$ cat src/hw/rtl/gst_pkg.sv
package gst_pkg;
	localparam int SLOTS_DEF = 32;
	localparam int SLOT_BITS_DEF = 10;
	localparam int PAGE_BYTES_DEF = 4096;
	localparam int MAX_PAGES_DEF = 4096;
	localparam logic [1:0] REQ_OPEN = 2'd0;
	localparam logic [1:0] REQ_DESTROY = 2'd1;
	localparam logic [1:0] REQ_ABANDON = 2'd2;
	localparam logic [1:0] REQ_QUERY = 2'd3;
	localparam logic [31:0] PUBLIC_RESET = 32'd1;

	typedef struct packed {
		logic [1:0]  req_type;
		logic [31:0] seg_key;
		logic [31:0] byte_count;
		logic [31:0] user_id;
		logic [31:0] seg_flags;
		logic [31:0] proc_id;
		logic signed [31:0] handle;
		logic        alloc_ok;
	} req_t;

	typedef struct packed {
		logic        success;
		logic signed [31:0] handle_out;
		logic        may_access;
		logic [31:0] size_out;
		logic [12:0] pages_out;
		logic [31:0] owner_out;
		logic [5:0]  freed_count;
	} rsp_t;

	// front-end classification carried with the request
	typedef struct packed {
		req_t        req;
		logic        early_fail;
		logic [12:0] pages;
	} cmd_t;
endpackage

$ cat src/hw/rtl/gst_if.sv
interface gst_req_if;
	gst_pkg::req_t payload;
	logic valid;
	logic ready;
	modport source (output valid, output payload, input ready);
	modport sink (input valid, input payload, output ready);
endinterface


$ cat src/hw/rtl/gst_front.sv
module gst_front #(
	parameter int PAGE_BYTES = gst_pkg::PAGE_BYTES_DEF,
	parameter int MAX_PAGES = gst_pkg::MAX_PAGES_DEF
) (
	input  logic clk,
	input  logic arst_n,
	gst_req_if.sink in_ch,
	output logic q_valid,
	input  logic q_ready,
	output gst_pkg::cmd_t q_cmd
);
	localparam int PB = $clog2(PAGE_BYTES);
	logic [32:0] pg_full;
	logic big;
	logic big_fail;
	gst_pkg::cmd_t c;
	logic [1:0] cnt_q;
	gst_pkg::cmd_t fifo_q [2];
	logic rd_q, wr_q;

	// ceil(bytes/page); PAGE_BYTES is a power of two
	assign pg_full = ({1'b0, in_ch.payload.byte_count} + 33'(PAGE_BYTES - 1)) >> PB;
	assign big = pg_full > 33'(MAX_PAGES);
	assign big_fail = (in_ch.payload.byte_count == 32'd0) || big;
	always_comb begin
		c.req = in_ch.payload;
		// size check matters only when no key match; zero pages marks a bad size
		c.pages = big_fail ? 13'd0 : pg_full[12:0];
		c.early_fail = (in_ch.payload.req_type == gst_pkg::REQ_OPEN) &&
			(in_ch.payload.seg_key == 32'd0);
	end

	assign in_ch.ready = cnt_q != 2'd2;
	assign q_valid = cnt_q != 2'd0;
	assign q_cmd = fifo_q[rd_q];
	wire push = in_ch.valid && in_ch.ready;
	wire pop = q_valid && q_ready;

	always_ff @(posedge clk) begin
		if (push) fifo_q[wr_q] <= c;
	end
	always_ff @(posedge clk or negedge arst_n) begin
		if (!arst_n) begin
			cnt_q <= '0; rd_q <= 1'b0; wr_q <= 1'b0;
		end else begin
			if (push) wr_q <= ~wr_q;
			if (pop) rd_q <= ~rd_q;
			cnt_q <= cnt_q + 2'(push) - 2'(pop);
		end
	end
endmodule

$ cat src/flat_wrapper.sv
// flat-port wrapper written by rule: the top's interface ports become plain ports
module gst_front_flat 
#(
	parameter int PAGE_BYTES = gst_pkg::PAGE_BYTES_DEF,
	parameter int MAX_PAGES = gst_pkg::MAX_PAGES_DEF
)
  (clk, arst_n, q_valid, q_ready, q_cmd, in_ch_valid, in_ch_payload, in_ch_ready);
  gst_req_if in_ch_i ();
  input  logic clk;
  input  logic arst_n;
  output logic q_valid;
  input  logic q_ready;
  output gst_pkg::cmd_t q_cmd;
  input wire logic [$bits(in_ch_i.valid)-1:0] in_ch_valid;
  input wire logic [$bits(in_ch_i.payload)-1:0] in_ch_payload;
  output wire logic [$bits(in_ch_i.ready)-1:0] in_ch_ready;
  assign in_ch_i.valid = in_ch_valid;
  assign in_ch_i.payload = in_ch_payload;
  assign in_ch_ready = in_ch_i.ready;
  gst_front #(.PAGE_BYTES(PAGE_BYTES), .MAX_PAGES(MAX_PAGES)) u_core (.clk(clk), .arst_n(arst_n), .in_ch(in_ch_i), .q_valid(q_valid), .q_ready(q_ready), .q_cmd(q_cmd));
endmodule
$ cat config.mk
export PLATFORM = sky130hd
export DESIGN_NAME = gst_front_flat
export DESIGN_NICKNAME = d
export VERILOG_FILES = /design/src/hw/rtl/gst_pkg.sv /design/src/hw/rtl/gst_if.sv /design/src/hw/rtl/gst_front.sv /design/src/flat_wrapper.sv
export SDC_FILE = /design/constraint.sdc
export NUM_CORES = 1
export LEC_CHECK = 0
export BUFFER_PORTS_ARGS = -buffer_cell sky130_fd_sc_hd__buf_4
export CORE_MARGIN = 3
export CORE_UTILIZATION = 35
export DETAILED_ROUTE_END_ITERATION = 16
export SLEW_MARGIN = 15
export SYNTH_ARGS = -nofsm -noshare
export SYNTH_HDL_FRONTEND = slang
export SYNTH_SLANG_ARGS = --single-unit
$ cat constraint.sdc
create_clock -name clk -period 13.4 [get_ports clk]
set_input_delay 0.67 -clock clk [delete_from_list [all_inputs] [get_ports clk]]
set_output_delay 0.67 -clock clk [all_outputs]
set_load 0.03 [all_outputs]
==> metrics.cfg, run 1 <==
[status]
outcome = finished clean

[clocking]
root_buffer = clkbuf_16
postCtsSetupBuffers = 0
cts.reportedPaths.clkPinSlew_ns = 0.06
htreeDepth = 2
cts_resized = 0
cts_tree = done
clock_latency_ns = 0.56
cts.sinks = 422
cts_made_buffers = 46
clockBufferDepth = 3

[global_route]
grt_max_degree = 77
overflow = 0
grt_pass1_wl_mm = 53.6
antenna_found_initial = 2
grt_pass1_vias = 8857
grt_usage_pct = 14.9

[synth]
synth-xor-area-share_pct = 0.501
syn_avg_cell_area_um2 = 21.0
synth_top_family_by_area = multiplexers
yosysTopAreaCell = edfxtp_1
synth-seq-cells = 422
ys_seq_area_share_pct = 80.4
syn-num-nets = 952
synthMuxAreaShare_pct = 15.0
synth_simple_gate_area_share_pct = 2.03
netlist_instances = 751
synth_top_area_share_pct = 79.8
ys.warnings.count = 0
synthAdderAreaFrac_pct = 0.159
yosys-top-cells-area = edfxtp_1, mux2_2, dfrtp_1
syn_area_um2 = 15700
ys_types = 31
synth_compound_area_share_pct = 1.06

[flow_run]
drv_cap = 0

[placement]
gp_congestion = 0.737
io_buffers = 409
pre_cts_slack_ns = 9.73
dp_hpwl_mm = 24.4

[detailed_routing]
wirelength_mm = 36.5
routedWlPerCell_um = 20.1
first_pass_iters = 4
drt_iter0_drc = 461
antenna_left = 0
viasPerCell = 4.66
drc = 0
vias = 8476

[timing]
setup_ws_ns = 9.23
tightest_slew_ns = 1.09
setup_tns_ns = 0
min_period_ns = 4.17
rsz0062_at_grt = false
slew_violations = 0
setup_viol = 0
relSlewSlack_pct = 27.5
fmax_mhz = 240
final.period_utilization_pct = 31.1
finClkSkew_ns = 0.0114
finalHoldViolCount = 0

[layout]
multi_input_area_um2 = 2960
seqCellArea_um2 = 12700
n_fill_cell = 3886
num-nets-final = 1392
drive_gt1_share_pct = 56.7
syn_to_final_growth_pct = 32.8

[critical_path]
path_buf_inv = 3
critPathLaunchType = flip-flop
crit_path_cell_trace = buf_4 > buf_4 > mux2_2 > buf_4
r2r_cells = 4
crit_type = reg2out
crit_required_ns = 12.73
cp.depth = 4
crit_arrival_ns = 3.50
end_kind = primary output
cpMostUsedCell = buf_4
max_stage_delay_ns = 0.88
cpLargestDelayFamily = buffers and inverters
crit_path_max_fanout = 76
crit_slowest_cell = buf_4

[worst_hold_path]
min_path_cells = 1
hp-class = in2reg

[die]
start_util_pct = 35.5
core_um2 = 44300
die_w_um = 218
die_h_um = 218
io_pins = 410
rows = 77
dieArea_um2 = 47500

[power]
power_density_nw_per_um2 = 235
ir_drop_mv = 0.140
power_leakage_uw = 0.00762

-- power breakdown --
part	internal, uW	switching, uW	leakage [uW]
combinational	713	1160	0.00302
sequential	1810	76.9	0.00393
clock	660	492	0.000666
-- through the flow --
stage	util (%)	instance area (um^2)	total power [uW]	hold WS, ns	instances
after global routing	47.1	20900	5140	0.240	1819
after global placement	44.0	19500	3810	0.470	1734
final	47.1	20900	4910	0.292	1819
after detailed placement	44.0	19500	3810	0.474	1734
after CTS	47.1	20900	4990	0.244	1817
after floorplan	-	15700	3180	0.374	751
-- cell type report --
class                           count  share of cell area [%]
Sequential cell                   422                    60.6
Antenna cell                        2                  0.0240
Inverter                            6                   0.108
Clock buffer                       58                    5.83
Clock inverter                     24                   0.713
Multi-Input combinational cell    296                    14.1
Timing Repair Buffer              419                    15.1
Tap cell                          592                    3.55
-- worst paths after layout --
| kind | from | end | slack [ns] |
|---|---|---|---|
| min in group asynchronous | arst_n | u_core.wr_q | 0.52 |
| max | u_core.rd_q | q_cmd[26] | 9.23 |
| max in group asynchronous | arst_n | u_core.rd_q | 12.76 |
| min reg2reg | u_core.cnt_q[1] | u_core.cnt_q[1] | 0.49 |
| max reg2reg | u_core.cnt_q[1] | u_core.fifo_q[1][117] | 10.49 |
| min | in_ch_payload[115] | u_core.fifo_q[0][129] | 0.29 |
-- placed cells by master (no fill, tap or decap), types with 4 or more instances in the layout --
master | synthesis | final
inv_1 | 6 | 6
clkbuf_16 | 0 | 47
nand2_1 | 7 | 7
nor4_1 | 15 | 15
edfxtp_1 | 418 | 418
a21oi_1 | 9 | 9
clkbuf_1 | 24 | 11
o31ai_1 | 5 | 5
xnor2_1 | 8 | 8
or4_1 | 8 | 8
buf_4 | 1 | 418
clkinv_1 | 0 | 10
clkinv_2 | 0 | 8
mux2_2 | 209 | 209
a31oi_1 | 4 | 4
nand4_1 | 4 | 4
-- worst reg2reg max path, delay by kind of cell (launching register included) --
kind,cells,cell delay (ns)
DFF,1,0.39
and+or+nand+nor,2,0.45
buffers and inverters,2,1.61
-- synthesized netlist by cell type --
library cell	instances
nor2_1	1
and3_1	3
dfrtp_1	4
edfxtp_1	418
a22oi_2	2
inv_1	6
or3_1	3
nand4_1	4
and2_1	1
nor4_1	15
and4_1	2
nand4_2	1
o21ai_0	2
xnor2_1	8
a22oi_1	2
a21oi_1	9
xor2_1	1
buf_6	2
o31ai_1	5
clkbuf_1	24
nand2_1	7
a31oi_1	4
or4b_1	1
a211o_1	1
mux2_2	209
or2_2	1
nor3_1	1
buf_4	1
nand3_1	3
ha_1	2
or4_1	8
-- logic make-up after synthesis --
logic type,Yosys count
buffers and inverters,33
AOI/OAI and AO/OA,25
muxes,209
adders and majority gates,2
and+or+nand+nor,51
xor gates and xnor gates,9
DFF,422
-- registers in the layout, indices dropped and copies added (netlist names) --
name	flops
u_core.wr_q	1
u_core.rd_q	1
u_core.cnt_q	2
u_core.fifo_q	418
-- metal layers --
layer / up-vias / global-route usage (%) / wire [um]
met5: - / 0 / 0
met4: 0 / 4.72 / 969
met3: 64 / 6.49 / 3630
met2: 307 / 24.4 / 17700
met1: 4200 / 17.6 / 14300
li1: 3905 / - / -
-- repair_timing --
action | in CTS | in global routing
hold buffers | 1 | 0
setup endpoints to repair | 0 | 0
hold endpoints to repair | 4 | 0
Note: power is estimated with default switching activity, not from simulation.
==> run 2, diff against run 1 <==
--- a/config.mk
+++ b/config.mk
@@ -5,6 +5,7 @@
 export SDC_FILE = /design/constraint.sdc
 export NUM_CORES = 1
 export LEC_CHECK = 0
+export ABC_AREA = 1
 export BUFFER_PORTS_ARGS = -buffer_cell sky130_fd_sc_hd__buf_4
 export CORE_MARGIN = 3
 export CORE_UTILIZATION = 35
==> constraint.sdc (replaced) <==
create_clock -name clk -period 3.7 [get_ports clk]
set_input_delay 0.185 -clock clk [delete_from_list [all_inputs] [get_ports clk]]
set_output_delay 0.185 -clock clk [all_outputs]
set_load 0.03 [all_outputs]
==> metrics.cfg, run 2 <==
[detailed_routing]
routedWlPerCell_um = 17.1
drt_iter0_drc = 655
viasPerCell = 4.56
antenna_left = 0
vias = 11900
drc = 0
first_pass_iters = 7
wirelength_mm = 44.6

[synth]
yosysMostFrequentCell = nand2_1
netlist_instances = 1352
ys_types = 26
syn_area_um2 = 16400
ys_async_sr_fraction_pct = 0.948
synth_common_cells = nand2_1, edfxtp_1, clkbuf_1, nor2_1, inv_1
yosysTopAreaCell = edfxtp_1
synth-seq-cells = 422
synth_top_area_share_pct = 76.5
synthFlopType = edfxtp_1
ys.warnings.count = 0
ys_seq_area_share_pct = 77.1
synth_edf_count = 418
syn-num-nets = 1553
yosys-top-cells-area = edfxtp_1, nand2_1, clkbuf_1
syn_avg_cell_area_um2 = 12.1

[critical_path]
r2r_cells = 5
rr_startpoint = u_core.cnt_q[0]
critPathLaunchType = flip-flop
crit_path_end = q_cmd[73]
crit_path_max_fanout = 209
end_kind = primary output
crit_required_ns = 3.51
crit_slowest_cell = buf_12
r2r_end = u_core.fifo_q[0][40]
reg2reg_slack_ns = 1.73
max_stage_delay_ns = 0.64
cpMostUsedCell = nand2_1
crit_arrival_ns = 2.34
crit_path_cell_trace = buf_12 > nand2_1 > nand2_1 > buf_4
critPathLaunch = u_core.rd_q
crit_type = reg2out

[die]
die_h_um = 222
start_util_pct = 35.8
core_um2 = 45900
die_w_um = 222
rows = 78
io_pins = 410
dieArea_um2 = 49500

[worst_hold_path]
hp-class = in2reg

[layout]
drive_gt1_share_pct = 25.4
largest_register = u_core.fifo_q
num-nets-final = 2172
layout_commonest_cell = nand2_1
top_regs = u_core.fifo_q (418), u_core.cnt_q (2)
syn_to_final_growth_pct = 43.7
layout.cells.non_filler = 2603
layout_common_cells = nand2_1, edfxtp_1, buf_4, dlygate4sd3_1, clkbuf_16
largest_register_ffs = 418

[global_route]
grt_pass1_wl_mm = 68.5
grt_usage_pct = 17.6
grt_pass1_vias = 12000
grt_max_degree = 210
overflow = 0
antenna_found_initial = 4

[timing]
slew_violations = 0
finClkSkew_ns = 0.0106
final.period_utilization_pct = 68.3
setup_viol = 0
relSlewSlack_pct = 27.3
tightest_slew_ns = 1.09
finalHoldViolCount = 0
setup_tns_ns = 0
rsz0062_at_grt = false
min_period_ns = 2.53
fmax_mhz = 396

[clocking]
clockBufferDepth = 3
cts.reportedPaths.clkPinSlew_ns = 0.06
cts.sinks = 422
postCtsSetupBuffers = 0
clock_latency_ns = 0.56
htreeDepth = 2
cts_tree = done
root_buffer = clkbuf_16
cts_made_buffers = 46

[placement]
io_buffers = 409
gp_congestion = 0.911
dp_hpwl_mm = 28.2
dp_cells = 2325

[flow_run]
drv_cap = 0

[status]
outcome = finished clean

[power]
power_leakage_uw = 0.00995
power_density_nw_per_um2 = 808
ir_drop_mv = 0.640

run 2: cell types whose count changed after synthesis, moves of 5 or more:
cell,previous run,this run
nand2_1,7,702
mux2_2,209,0
nor2_1,1,46
inv_1,6,43
clkbuf_1,24,46
nand3_1,3,24
nor2_2,0,16
nand4_1,4,13
a21oi_1,9,1
or4_1,8,0
xnor2_1,8,1
nor4_1,15,10
o31ai_1,5,0
run 2: logic make-up after synthesis:
family | count (synthesis) | share of synthesized area (%)
DFF | 422 | 77.1
adders and majority gates | 2 | 0.153
xor gates and xnor gates | 6 | 0.320
and+or+nand+nor | 827 | 20.1
AOI/OAI and AO/OA | 2 | 0.0610
buffers and inverters | 93 | 2.24
run 2: stage by stage:
step	area [um^2]	hold WS (ns)	power, uW	worst slack, ns	util (%)
after floorplan	16400	-0.111	11600	-0.428	-
after global placement	20200	-0.0162	14900	1.58	44.1
after detailed placement	20200	-0.0167	14900	1.59	44.1
after CTS	23600	0.00211	19300	1.13	51.4
after global routing	23600	0.0117	20100	1.01	51.4
final	23600	0.0204	19000	1.17	51.4
run 2: worst min path at each step:
| stage | depth (start not counted) | endpoint | start | slack (ns) |
|---|---|---|---|---|
| final | 5 | u_core.wr_q | in_ch_valid | 0.02 |
| after global routing | 4 | u_core.cnt_q[0] | in_ch_valid | 0.01 |
| after CTS | 5 | u_core.wr_q | in_ch_valid | 0.002 |
| after detailed placement | 1 | u_core.cnt_q[1] | arst_n | -0.02 |
| after global placement | 1 | u_core.cnt_q[1] | arst_n | -0.02 |
| after floorplan | 0 | u_core.cnt_q[0] | arst_n | -0.11 |
run 2: area by class of cell:
class / count / area [um^2]
diodes: 2 / 5.00
clock buffers: 64 / 1240
flip-flops and latches: 422 / 12700
repair buffers: 620 / 5240
multi-input cells: 837 / 3410
fillers: 3887 / 22300
clock inverters: 14 / 100
well taps: 600 / 751
inverters: 44 / 170
run 2: power breakdown:
group | switching [uW] | internal [uW] | total (uW) | leakage, uW
clock network | 1750 | 2400 | 4140 | 0.000646
logic | 5650 | 2500 | 8160 | 0.00538
registers | 227 | 6510 | 6740 | 0.00393
run 2: worst max-delay path: cells and delay by family, from the launching register on:
family / cells / cell delay (ns)
buf+inv: 2 / 0.81
flops: 1 / 0.45
simple gates: 2 / 0.30
run 2: timing repair:
| item | in CTS | in global routing |
|---|---|---|
| hold buffers | 198 | 0 |
| gates resized for setup | 0 | 0 |
| endpoints found under the hold margin | 397 | 0 |
run 2: layer usage:
| layer | part of all wire [%] | up-vias | global-route usage (%) |
|---|---|---|---|
| li1 | - | 5763 | - |
| met1 | 41 | 5611 | 22.1 |
| met2 | 49 | 407 | 29.7 |
| met3 | 8.0 | 78 | 5.09 |
| met4 | 2.4 | 4 | 4.90 |
| met5 | 0.056 | - | 0 |
==> run 3, diff against run 2 <==
==> constraint.sdc (replaced) <==
create_clock -name clk -period 2.52 [get_ports clk]
set_input_delay 0.126 -clock clk [delete_from_list [all_inputs] [get_ports clk]]
set_output_delay 0.126 -clock clk [all_outputs]
set_load 0.03 [all_outputs]
==> metrics.cfg, run 3 (synthesized netlist as in run 2, its figures left out) <==
[status]
outcome = finished clean

[timing]
final.period_utilization_pct = 96.0
rsz0062_at_grt = false
fmax_mhz = 414
hold-worst-slack_ns = 0.291
setup_tns_ns = 0
slew_violations = 0
setup_viol = 0
finalHoldViolCount = 0
tightest_slew_ns = 0.579
min_period_ns = 2.42
relSlewSlack_pct = 61.4
finClkSkew_ns = 0.0126
setup_ws_ns = 0.102

[critical_path]
crit_path_cell_trace = inv_16 > buf_12 > nand2_1 > nand2_1 > buf_4
crit_slowest_cell = dfrtp_4
crit_required_ns = 2.39
crit_path_max_fanout = 65
rr_startpoint = u_core.cnt_q[0]
cpMostUsedCell = nand2_1
crit_arrival_ns = 2.29
crit_type = reg2out
max_stage_delay_ns = 0.64
critPathLaunch = u_core.rd_q
critPathLaunchType = flip-flop
end_kind = primary output

[detailed_routing]
wirelength_mm = 44.7
drt_iter0_drc = 692
antenna_left = 0
routedWlPerCell_um = 17.1
viasPerCell = 4.53
vias = 11900
first_pass_iters = 5
drc = 0

[clocking]
cts_made_buffers = 46
root_buffer = clkbuf_16
clockBufferDepth = 3
htreeDepth = 2
cts.reportedPaths.clkPinSlew_ns = 0.06
cts_tree = done
clock_latency_ns = 0.56
cts.sinks = 422

[global_route]
overflow = 0
grt_usage_pct = 17.6
grt_pass1_wl_mm = 68.9
antenna_found_initial = 5
grt_max_degree = 104
grt_pass1_vias = 12200

[layout]
layout.cells.non_filler = 2617
syn_to_final_growth_pct = 45.6
drive_gt1_share_pct = 26.3
layout_common_cells = nand2_1, buf_4, edfxtp_1, dlygate4sd3_1, clkbuf_16
multi_input_area_um2 = 3410
n_fill_cell = 3926
largest_register_ffs = 418
layout_commonest_cell = nand2_1
num-nets-final = 2179
largest_register = u_core.fifo_q
seqCellArea_um2 = 12700
top_regs = u_core.fifo_q (418), u_core.cnt_q (2)

[placement]
dp_cells = 2331
pre_cts_slack_ns = 0.427
gp_congestion = 0.915
dp_hpwl_mm = 28.8
io_buffers = 409

[worst_hold_path]
hp-start = in_ch_payload[14]
hp-class = in2reg

[power]
power_leakage_uw = 0.0101
power_density_nw_per_um2 = 1200
p_total_uw = 28700
ir_drop_mv = 0.773

[die]
io_pins = 410
die_h_um = 222
start_util_pct = 35.8
die_w_um = 222
rows = 78
dieArea_um2 = 49500
core_um2 = 45900

[flow_run]
drv_cap = 0

run 3: changes by cell type in the layout (fill, tap and decap cells not counted):
cell           delta
clkinv_1          +7
diode_2           +1
clkinvlp_4        +2
bufinv_16         +6
inv_6             -2
buf_4             +3
clkbuf_1         -16
dlygate4sd3_1     +1
inv_16            +1
clkinv_2          +7
clkinv_4          +1
buf_12            +3
run 3: area by class of cell:
type / count / area share (%)
well taps: 600 / 3.14
repair buffers: 627 / 22.3
inverters: 44 / 0.760
clock inverters: 36 / 1.49
clock buffers: 48 / 4.94
diodes: 3 / 0.0314
multi-input cells: 837 / 14.3
flip-flops and latches: 422 / 53.0
run 3: worst paths after layout:
path	cells past startpoint	slack (ns)	endpoint
min in group asynchronous	3	0.50	u_core.rd_q
max reg2reg	5	0.77	u_core.fifo_q[1][129]
max in group asynchronous	3	1.81	u_core.rd_q
min	2	0.29	u_core.fifo_q[0][28]
max	5	0.10	q_cmd[0]
min reg2reg	2	0.60	u_core.wr_q
run 3: what timing repair did:
item,in CTS,in global routing
gates resized for setup,2,1
hold endpoints to repair,399,0
hold buffers,199,0
endpoints found under the setup margin,84,2
buffers inserted,0,0
gates cloned,0,0
run 3: metal layers:
metal,vias to the layer above,track usage (%),wire length (um)
met4,4,5.33,1130
li1,5785,-,-
met3,73,4.58,3250
met2,376,29.7,21800
met5,-,0,29
met1,5624,22.3,18500
run 3: critical path, delay by kind of cell, from the launching register on:
kind	cells	cell delay, ns
buffers and inverters	3	0.73
and+or+nand+nor	2	0.23
DFF	1	0.64
run 3: stage by stage:
stage               util (%)  instance area, um^2
floorplan                  -                16400
global placement        44.3                20300
detailed placement      44.3                20300
CTS                     52.0                23900
global route            52.0                23900
finish                  52.0                23900
run 3: power breakdown:
group / internal (uW) / switching, uW / total (uW)
combinational: 3750 / 8260 / 12000
sequential: 9550 / 408 / 9960
clock: 4110 / 2660 / 6760
